[config.mk]
export PLATFORM = sky130hd
export DESIGN_NAME = strip_fan_to_triangle_list_unit
export DESIGN_NICKNAME = d
export VERILOG_FILES = /design/src/rtl/sftl_pkg.sv /design/src/rtl/strip_fan_to_triangle_list_unit.sv
export SDC_FILE = /design/constraint.sdc
export NUM_CORES = 1
export LEC_CHECK = 0
export ABC_AREA = 1
export BUFFER_PORTS_ARGS = -buffer_cell sky130_fd_sc_hd__buf_2
export CAP_MARGIN = 20
export CORE_ASPECT_RATIO = 1.2
export CORE_MARGIN = 2
export CORE_UTILIZATION = 45
export DETAILED_ROUTE_END_ITERATION = 12
export SLEW_MARGIN = 15
export SYNTH_ARGS = -nofsm -noshare
export SYNTH_HDL_FRONTEND = slang
export SYNTH_SLANG_ARGS = --single-unit
[constraint.sdc]
create_clock -name clk -period 4.84 [get_ports clk]
set_clock_uncertainty 0.05 [all_clocks]
set_input_delay 0.968 -clock clk [delete_from_list [all_inputs] [get_ports clk]]
set_output_delay 0.968 -clock clk [all_outputs]
set_load 0.01 [all_outputs]
[src/rtl/sftl_pkg.sv]
// Types and constants of the strip and fan to triangle list converter.
`timescale 1ns / 1ps
package sftl_pkg;

    localparam int WORD_W      = 16;
    localparam int INDEX_W     = 15;
    localparam int VERT_W      = INDEX_W + 2 * WORD_W;
    localparam int TOTAL_W     = 24;
    localparam int TOTAL_LSB   = 3 * VERT_W;
    localparam int OUT_DATA_W  = ((TOTAL_LSB + TOTAL_W + 7) / 8) * 8;
    localparam int PAD_W       = OUT_DATA_W - TOTAL_LSB - TOTAL_W;

    localparam logic [TOTAL_W-1:0] TOTAL_MAX = {TOTAL_W{1'b1}};

    // Result kinds carried on tuser
    localparam logic KIND_TRIANGLE = 1'b0;
    localparam logic KIND_MESH_END = 1'b1;

    // One vertex; index sits in the low bits
    typedef struct packed {
        logic [WORD_W-1:0]  t;
        logic [WORD_W-1:0]  s;
        logic [INDEX_W-1:0] index;
    } vert_t;

    // Position within the command stream
    typedef enum logic [2:0] {
        PH_HEADER,
        PH_INDEX,
        PH_NORMAL,
        PH_S,
        PH_T
    } phase_t;

endpackage

[src/rtl/strip_fan_to_triangle_list_unit.sv]
// Top level of the triangle strip and fan to triangle list converter.
`timescale 1ns / 1ps
// Takes one 16-bit command word per transaction on s_axis and sustains one
// word per clock cycle unless m_axis stalls. A result appears on m_axis in
// the cycle after the word that causes it (the fourth word of the third and
// later vertices of a run, or a zero header). The only storage on the result
// path is a single output register; while it holds a result that m_axis has
// not taken, s_axis_tready is low, so the downstream side alone sets the rate.
module strip_fan_to_triangle_list_unit (
    input  logic                                 clk,
    input  logic                                 rst_n,
    input  logic                                 s_axis_tvalid,
    output logic                                 s_axis_tready,
    // word
    input  logic signed [sftl_pkg::WORD_W-1:0]   s_axis_tdata,
    output logic                                 m_axis_tvalid,
    input  logic                                 m_axis_tready,
    // corner_a_index, corner_a_s, corner_a_t, corner_b_index, corner_b_s,
    // corner_b_t, corner_c_index, corner_c_s, corner_c_t, mesh_corner_total,
    // zero pad
    output logic [sftl_pkg::OUT_DATA_W-1:0]      m_axis_tdata,
    // kind
    output logic [0:0]                           m_axis_tuser
);
    import sftl_pkg::*;

    phase_t              phase_reg, phase_next;
    logic [WORD_W-1:0]   vleft_reg, vleft_next;
    logic                fan_reg, fan_next;
    logic [WORD_W-1:0]   pos_reg, pos_next;
    vert_t               cur_reg, cur_next;
    vert_t               first_reg, first_next;
    vert_t               prev_reg, prev_next;
    logic [TOTAL_W-1:0]  total_reg, total_next;

    logic                   out_valid_reg, out_valid_next;
    logic                   out_kind_reg, out_kind_next;
    logic [OUT_DATA_W-1:0]  out_data_reg, out_data_next;

    logic                accept;
    logic [WORD_W-1:0]   w;
    vert_t               cur_full;
    logic                emit;
    logic                emit_kind;
    vert_t               tri_a, tri_b, tri_c;
    logic                last_vertex;

    assign w             = s_axis_tdata;
    assign s_axis_tready = !out_valid_reg || m_axis_tready;
    assign accept        = s_axis_tvalid && s_axis_tready;
    assign cur_full      = '{t: w, s: cur_reg.s, index: cur_reg.index};
    assign last_vertex   = (vleft_reg <= WORD_W'(1));

    // Next phase of the command stream
    always_comb
    begin
        phase_next = phase_reg;
        if (accept)
        begin
            case (phase_reg)
                PH_HEADER: phase_next = (w == '0) ? PH_HEADER : PH_INDEX;
                PH_INDEX:  phase_next = PH_NORMAL;
                PH_NORMAL: phase_next = PH_S;
                PH_S:      phase_next = PH_T;
                PH_T:      phase_next = last_vertex ? PH_HEADER : PH_INDEX;
                default:   phase_next = PH_HEADER;
            endcase
        end
    end

    // Datapath and result selection per phase
    always_comb
    begin
        vleft_next = vleft_reg;
        fan_next   = fan_reg;
        pos_next   = pos_reg;
        cur_next   = cur_reg;
        first_next = first_reg;
        prev_next  = prev_reg;
        total_next = total_reg;
        emit       = 1'b0;
        emit_kind  = KIND_TRIANGLE;
        tri_a      = first_reg;
        tri_b      = prev_reg;
        tri_c      = cur_full;
        if (accept)
        begin
            case (phase_reg)
                PH_HEADER:
                begin
                    if (w == '0)
                    begin
                        // close the mesh and report its corner total
                        emit       = 1'b1;
                        emit_kind  = KIND_MESH_END;
                        total_next = '0;
                    end
                    else
                    begin
                        fan_next   = w[WORD_W-1];
                        vleft_next = w[WORD_W-1] ? (~w + WORD_W'(1)) : w;
                        pos_next   = '0;
                    end
                end
                PH_INDEX:  cur_next.index = w[INDEX_W-1:0];
                PH_NORMAL: cur_next = cur_reg;
                PH_S:      cur_next.s = w;
                PH_T:
                begin
                    cur_next   = cur_full;
                    pos_next   = pos_reg + WORD_W'(1);
                    vleft_next = last_vertex ? '0 : vleft_reg - WORD_W'(1);
                    if (pos_reg == '0)
                    begin
                        first_next = cur_full;
                    end
                    else if (pos_reg == WORD_W'(1))
                    begin
                        prev_next = cur_full;
                    end
                    else
                    begin
                        emit = 1'b1;
                        // odd strip positions swap winding
                        if (!fan_reg && pos_reg[0])
                        begin
                            tri_b = cur_full;
                            tri_c = prev_reg;
                        end
                        if (!fan_reg)
                        begin
                            first_next = prev_reg;
                        end
                        prev_next  = cur_full;
                        total_next = (total_reg > TOTAL_MAX - TOTAL_W'(3)) ?
                                     TOTAL_MAX : total_reg + TOTAL_W'(3);
                    end
                end
                default: cur_next = cur_reg;
            endcase
        end
    end

    // Output register: load a new result or drain the held one
    always_comb
    begin
        out_valid_next = out_valid_reg;
        out_kind_next  = out_kind_reg;
        out_data_next  = out_data_reg;
        if (accept && emit)
        begin
            out_valid_next = 1'b1;
            out_kind_next  = emit_kind;
            if (emit_kind == KIND_MESH_END)
            begin
                out_data_next = {{PAD_W{1'b0}}, total_reg, {TOTAL_LSB{1'b0}}};
            end
            else
            begin
                out_data_next = {{PAD_W{1'b0}}, {TOTAL_W{1'b0}}, tri_c, tri_b, tri_a};
            end
        end
        else if (m_axis_tready)
        begin
            out_valid_next = 1'b0;
        end
    end

    // Control state
    always_ff @(posedge clk or negedge rst_n)
    begin
        if (!rst_n)
        begin
            phase_reg     <= PH_HEADER;
            vleft_reg     <= '0;
            fan_reg       <= 1'b0;
            pos_reg       <= '0;
            cur_reg       <= '0;
            first_reg     <= '0;
            prev_reg      <= '0;
            total_reg     <= '0;
            out_valid_reg <= 1'b0;
        end
        else
        begin
            phase_reg     <= phase_next;
            vleft_reg     <= vleft_next;
            fan_reg       <= fan_next;
            pos_reg       <= pos_next;
            cur_reg       <= cur_next;
            first_reg     <= first_next;
            prev_reg      <= prev_next;
            total_reg     <= total_next;
            out_valid_reg <= out_valid_next;
        end
    end

    // Result payload
    always_ff @(posedge clk)
    begin
        out_kind_reg <= out_kind_next;
        out_data_reg <= out_data_next;
    end

    assign m_axis_tvalid   = out_valid_reg;
    assign m_axis_tdata    = out_data_reg;
    assign m_axis_tuser[0] = out_kind_reg;

endmodule

==> impl_summary.txt, run 1 <==
----------------------------------------------------
[Timing]
  Maximum clock frequency ... 324 MHz
  Final critical-path share of the clock period ... 0.638
  Max transition margin ... 0.322
  Total negative setup slack ... 0 ns
  Worst Max-Slew Pin Slew ... ~1 ns
  Max-slew violation total from the final report ... 0
  Setup repair after global routing missed its margin ... no
  Number of failing setup endpoints in the final timing report ... 0
  Final worst path period need ... about 3 ns
  Number of failing hold endpoints at the final stage ... 0

[Yosys]
  Portion of the post-synthesis area used by sequential elements ... 0.581
  Yosys reg bits ... around 350
  Post-Synthesis Cells ... around 1900
  Post-synthesis instance area ... roughly 17000 um2
  Average size of a mapped cell ... about 8.6 um2
  Number of warnings printed during yosys synthesis ... 0
  Count of cell types in the netlist ... 36

[CTS]
  Root cell of the clock tree ... clkbuf_16
  Number of buffers inserted for hold repair after clock tree synthesis ... 0
  Number of buffers created by CTS ... 37
  Number of clock sinks ... between 300 and 400
  Depth of the CTS H-tree ... 2
  Maximum root-to-sink buffer count ... 3
  TritonCTS clock tree ... built
  Number of gates resized after CTS ... 0
  Buffers inserted by post-CTS timing repair ... 0
  Clock transition at the registers of the reported paths ... about 0.06 ns
  Insertion delay to the later sink of the worst-skew pair ... approximately 0.54 ns

[Floorplanning]
  Number of primary I/O pins ... between 150 and 200
  Placement row count ... between 70 and 80
  Die Area ... between 30000 and 40000 um2
  Vertical die dimension ... between 200 and 250 um
  Starting Density ... 0.453
  Horiz. Die Dim ... 179 um
  Placeable core area ... approximately 37000 um2

[Cells and area]
  Number of flip-flops under the largest register name ... about 170
  Number of nets in the layout ... 2098
  Commonest cells after routing, fill and taps aside ... nand2_1 (428), nor2_1 (376), dfrtp_1 (186), buf_2 (186), inv_1 (170)
  Most common cell after layout, fill and taps aside ... nand2_1
  Area Growth Syn to Fin ... 15.4%
  Final core utilization ... 0.523
  Fraction of layout instances using a drive strength above 1 ... 0.143
  Antenna fix cells ... 0

[Critical path]
  Setup crit end kind ... register
  Path type of the worst setup path ... reg -> reg
  Data arrival time of the critical path ... approximately 3.4 ns
  Startpoint types ... register
  Maximum fanout count along the critical path ... 35
  Required arrival time at the worst endpoint ... between 5 and 6 ns

[Global routing]
  Total overflow reported by the global router ... 0
  Antenna violations before repair ... 2
  Pin count of the biggest net entering global routing ... between 100 and 150
  First-pass GRT wire length ... around 70000 um
  Vias in the first global route ... around 13000
  Total global-route track usage ... 0.227

[Detailed routing]
  Drc violations ... 0
  Final Routed Wirelength ... 42900 um
  Average wire length per cell after detail routing ... roughly 17 um
  Drt via density ... 5.15
  Post-route ant nets ... 0
  Pre-antenna DRT Iters ... 6
  Vias ... 13300
  Violation count after the first detailed-routing iteration ... ~1000

[Power]
  Highest ir drop seen on vdd ... 0.000267 V
  Power per unit of standard cell area ... ~540 nW/um2
  Leakage Power ... slightly below 0.009 uW

[Place]
  PortBufs ... between 150 and 200
  Detailed placer's ending HPWL ... around 28000 um
  Final weighted congestion in routability-driven placement ... 0.878

[Outcome]
  Outcome ... complete, no violations

[Flow run]
  Max-capacitance violation count ... 0

[Hold path]
  Class of the tightest hold or removal check ... reg -> reg

----------------------------------------------------
cell usage after synthesis, drive strengths merged:
cell	instances	share of area
nor2	385	0.090
nand3	88	0.029
xor2	14	0.0074
buf	69	0.026
nand2	436	0.10
a21o	1	0.00045
dfrtp	186	0.28
conb	1	0.00023
clkbuf	23	0.0052
edfxtp	166	0.30
xnor2	4	0.0021
nor3	48	0.015
ha	8	0.0060
a21oi	95	0.030
o211ai	2	0.00091
o31ai	1	0.00045
o21ai	190	0.057
clkinv	1	0.00023
inv	186	0.042
nand4	13	0.0049
through the flow:
stage | std cells | hold WS, ns | total power [uW] | setup slack [ns] | area, um2
after detailed placement | 2504 | 0.425 | 7220 | 1.40 | 17800
after floorplan | 1919 | 0.403 | 6470 | 0.377 | 16600
after global placement | 2504 | 0.419 | 7150 | 1.43 | 17800
after global routing | 2573 | 0.493 | 10900 | 1.56 | 19100
final | 2573 | 0.439 | 10200 | 1.75 | 19100
after CTS | 2572 | 0.440 | 10300 | 1.77 | 19100
power breakdown:
part / internal [uW] / switching, uW
clock: 1870 / 1190
sequential: 3980 / 531
combinational: 925 / 1750
total: 6780 / 3470
final cells by class:
class,count,area [um2]
sequential,352,9640
clock buffer,54,1110
multi-input combinational,1288,5750
inverter,187,702
tap,474,593
fill,3429,17500
clock inverter,14,199
timing repair buffer,204,1140
cell families (layout without fill, tap and decap cells):
family / Yosys count / after routing / synth area share
flops: 352 / 352 / 0.581
buf+inv: 279 / 459 / 0.0739
other cells: 1 / 3 / 0.000226
xor+xnor: 18 / 18 / 0.00951
fa+ha+maj: 8 / 8 / 0.00604
simple gates: 970 / 970 / 0.240
compound gates: 289 / 289 / 0.0888
layer usage:
layer,vias to the layer above,part of all wire,GRT usage
li1,6492,-,-
met1,6257,0.43,0.314
met2,422,0.48,0.361
met3,84,0.060,0.0362
met4,4,0.032,0.0825
met5,-,0.00054,0
worst paths after layout:
path                                         from                               to  slack (ns)  cells past startpoint
max                        pos_reg[0]$_DFFE_PN0P_  m_axis_tdata[100]$_SDFFCE_PP0P_        1.75                      9
min                           fan_reg$_DFFE_PN0P_              fan_reg$_DFFE_PN0P_        0.44                      2
max reg2reg                pos_reg[0]$_DFFE_PN0P_  m_axis_tdata[100]$_SDFFCE_PP0P_        1.75                      9
min reg2reg                   fan_reg$_DFFE_PN0P_              fan_reg$_DFFE_PN0P_        0.44                      2
max in group asynchronous                   rst_n        total_reg[17]$_DFFE_PN0P_        3.13                      2
min in group asynchronous                   rst_n        total_reg[14]$_DFFE_PN0P_        0.51                      1
critical path, stage by stage (launching register included):
cell	delay [ns]
dfrtp_1	0.49
ha_1	0.25
nand2_1	0.06
nor2_1	0.05
nand2_2	0.13
nand3_4	0.44
nor2_4	0.70
buf_4	0.38
o21ai_0	0.11
nor2_1	0.22
Note: power is estimated with default switching activity, not from simulation.
==> run 2, diff against run 1 <==
- clock period: 4.84 -> 3.2 ns (I/O delays scaled with it)
==> run 2 against run 1 <==
- sequential power is 51% higher
- worst hold slack worse by 0.39 ns
- core utilization is 0.14 points higher
- combinational power is 54% higher
- via count is 0.31% higher
- cell area is 0.27% higher
- first-iteration DRC count is 15% higher
==> impl_summary.txt, run 2 (synthesis results as in run 1) <==
----------------------------------------------------
[CTS]
  Insertion delay to the later sink of the worst-skew pair ... 0.54 ns (about the same)
  Number of buffers created by CTS ... 37 (unchanged)
  Number of gates resized after CTS ... 0 (unchanged)
  Clock transition at the registers of the reported paths ... 0.06 ns (about the same)
  Maximum root-to-sink buffer count ... 3 (unchanged)
  Number of buffers inserted for hold repair after clock tree synthesis ... 0 (unchanged)
  Depth of the CTS H-tree ... 2 (unchanged)
  Number of clock sinks ... 352 (unchanged)
  Root cell of the clock tree ... clkbuf_16
  TritonCTS clock tree ... built
  Buffers inserted by post-CTS timing repair ... 0 (unchanged)

[Timing]
  Worst hold margin ... 0.0482 ns (-0.390 ns)
  Number of failing hold endpoints at the final stage ... 0 (unchanged)
  Worst Max-Slew Pin Slew ... 0.779 ns (-0.237 ns)
  Final worst path period need ... 2.54 ns (-0.545 ns)
  Number of failing setup endpoints in the final timing report ... 0 (unchanged)
  Final critical-path share of the clock period ... 0.795 (+0.157)
  Total negative setup slack ... 0 ns (unchanged)
  Setup repair after global routing missed its margin ... no
  Maximum clock frequency ... 393 MHz (+21%)
  Max-slew violation total from the final report ... 0 (unchanged)
  Max transition margin ... 0.479 (+0.157)

[Cells and area]
  Antenna fix cells ... 0 (unchanged)
  Most common cell after layout, fill and taps aside ... nand2_1
  Fraction of layout instances using a drive strength above 1 ... 0.148 (+0.00506)
  Number of flip-flops under the largest register name ... 165 (unchanged)
  Number of nets in the layout ... 2115 (+0.81%)
  Finished Cell Area ... 19200 um2 (+0.27%)
  Area Growth Syn to Fin ... 15.7%
  Commonest cells after routing, fill and taps aside ... nand2_1 (428), nor2_1 (376), dfrtp_1 (186), buf_2 (186), inv_1 (170)

[Flow run]
  Max-capacitance violation count ... 0 (unchanged)

[Floorplanning]
  Number of primary I/O pins ... 191 (unchanged)
  Die Area ... 38400 um2 (unchanged)
  Placement row count ... 77 (unchanged)
  Horiz. Die Dim ... 179 um (unchanged)
  Starting Density ... 0.453 (unchanged)
  Vertical die dimension ... 214 um (unchanged)
  Placeable core area ... 36600 um2 (unchanged)

[Critical path]
  Startpoint types ... register
  Worst-path cell with the longest stage delay ... dfrtp_1
  List of cells traversed by the critical path ... inv_1 -> ha_1 -> nand2_1 -> nor2_1 -> nand2_4 -> nand2_4 -> buf_4 -> nor2_4 -> buf_12 -> o21ai_0 -> nor2_1
  Path type of the worst setup path ... reg -> reg
  Maximum fanout count along the critical path ... 67 (+91%)
  Peak per-stage delay on the critical path ... 0.51 ns (-0.19 ns)
  Required arrival time at the worst endpoint ... 3.43 ns (-1.72 ns)
  Setup crit end kind ... register
  Data arrival time of the critical path ... 2.78 ns (-0.62 ns)

[Power]
  Leakage Power ... 0.00879 uW (+0.46%)
  Power per unit of standard cell area ... 790 nW/um2 (+48%)
  Highest ir drop seen on vdd ... 0.000423 V (+58%)

[Detailed routing]
  Final Routed Wirelength ... 43200 um (+0.83%)
  Drt via density ... 5.14 (-0.31%)
  Post-route ant nets ... 0 (unchanged)
  Average wire length per cell after detail routing ... 16.7 um (+0.21%)
  Pre-antenna DRT Iters ... 8 (+2)
  Violation count after the first detailed-routing iteration ... 1205 (+15%)
  Vias ... 13300 (+0.31%)
  Drc violations ... 0 (unchanged)

[Outcome]
  Outcome ... complete, no violations

[Global routing]
  Antenna violations before repair ... 2 (unchanged)
  Pin count of the biggest net entering global routing ... 92 (-16%)
  First-pass GRT wire length ... 68700 um (+0.42%)
  Total global-route track usage ... 0.228 (+0.00165)
  Vias in the first global route ... 12700 (+1.4%)
  Total overflow reported by the global router ... 0 (unchanged)

[Place]
  Final weighted congestion in routability-driven placement ... 0.865 (-1.5%)
  Area after DPL ... 18000 um2 (+1.1%)
  PortBufs ... 187 (unchanged)
  Detailed placer's ending HPWL ... 29100 um (+4.1%)

[Hold path]
  Class of the tightest hold or removal check ... in -> async

----------------------------------------------------
## run 2: cell count changes in the layout (fill, tap and decap cells not counted)
cell / delta
buf_4: +13
clkinv_8: +1
clkbuf_16: -3
buf_12: +5
clkinvlp_4: -2
clkinv_2: +2
clkinv_4: +1
bufinv_16: -3
buf_6: -1
clkinv_1: +3
## run 2: metal layers
metal | up-vias | global-route usage | part of all wire
met3 | 86 | 0.0353 | 0.058
met1 | 6267 | 0.308 | 0.43
li1 | 6515 | - | -
met4 | 4 | 0.0774 | 0.031
met2 | 428 | 0.377 | 0.48
met5 | - | 0 | 0.00062
## run 2: per-stage QoR
stage | std cells | util | setup slack, ns | total power [uW]
floorplan | 1919 | - | 0.268 | 9780
global placement | 2522 | 0.492 | 0.460 | 10900
detailed placement | 2522 | 0.492 | 0.455 | 11000
CTS | 2589 | 0.524 | 0.672 | 15200
global route | 2589 | 0.524 | 0.469 | 16200
finish | 2589 | 0.524 | 0.655 | 15200
## run 2: worst paths after layout
path                                              from                               to  slack, ns  depth (start not counted)
worst min register to register     fan_reg$_DFFE_PN0P_              fan_reg$_DFFE_PN0P_       0.43                          2
worst max register to register  pos_reg[0]$_DFFE_PN0P_  m_axis_tdata[111]$_SDFFCE_PP0P_       0.66                         11
worst min-delay path                             rst_n          pos_reg[14]$_DFFE_PN0P_       0.05                          1
min in group clk                         m_axis_tready        m_axis_tvalid$_DFFE_PN0P_       0.34                          4
worst max-delay path            pos_reg[0]$_DFFE_PN0P_  m_axis_tdata[111]$_SDFFCE_PP0P_       0.66                         11
max in group asynchronous                        rst_n        vleft_reg[10]$_DFFE_PN0P_       2.25                          2
## run 2: worst max-delay path, delay by kind of cell (launching register included)
family | cells | cell delay (ns)
adders and majority gates | 1 | 0.17
and+or+nand+nor | 6 | 0.60
AOI/OAI and AO/OA | 1 | 0.19
DFF | 1 | 0.51
buffers and inverters | 3 | 0.74
## run 2: cell type report
type                    count  area, um2
flip-flops and latches    352       9640
fillers                  3420      17400
clock buffers              51       1040
well taps                 474        593
repair buffers            221       1330
multi-input cells        1288       5750
inverters                 187        702
clock inverters            16        140
## run 2: power breakdown
part	leakage (uW)	total, uW	internal [uW]	switching (uW)
combinational	0.00453	4110	1440	2670
clock	0.000578	4230	2440	1780
sequential	0.00368	6830	6020	805
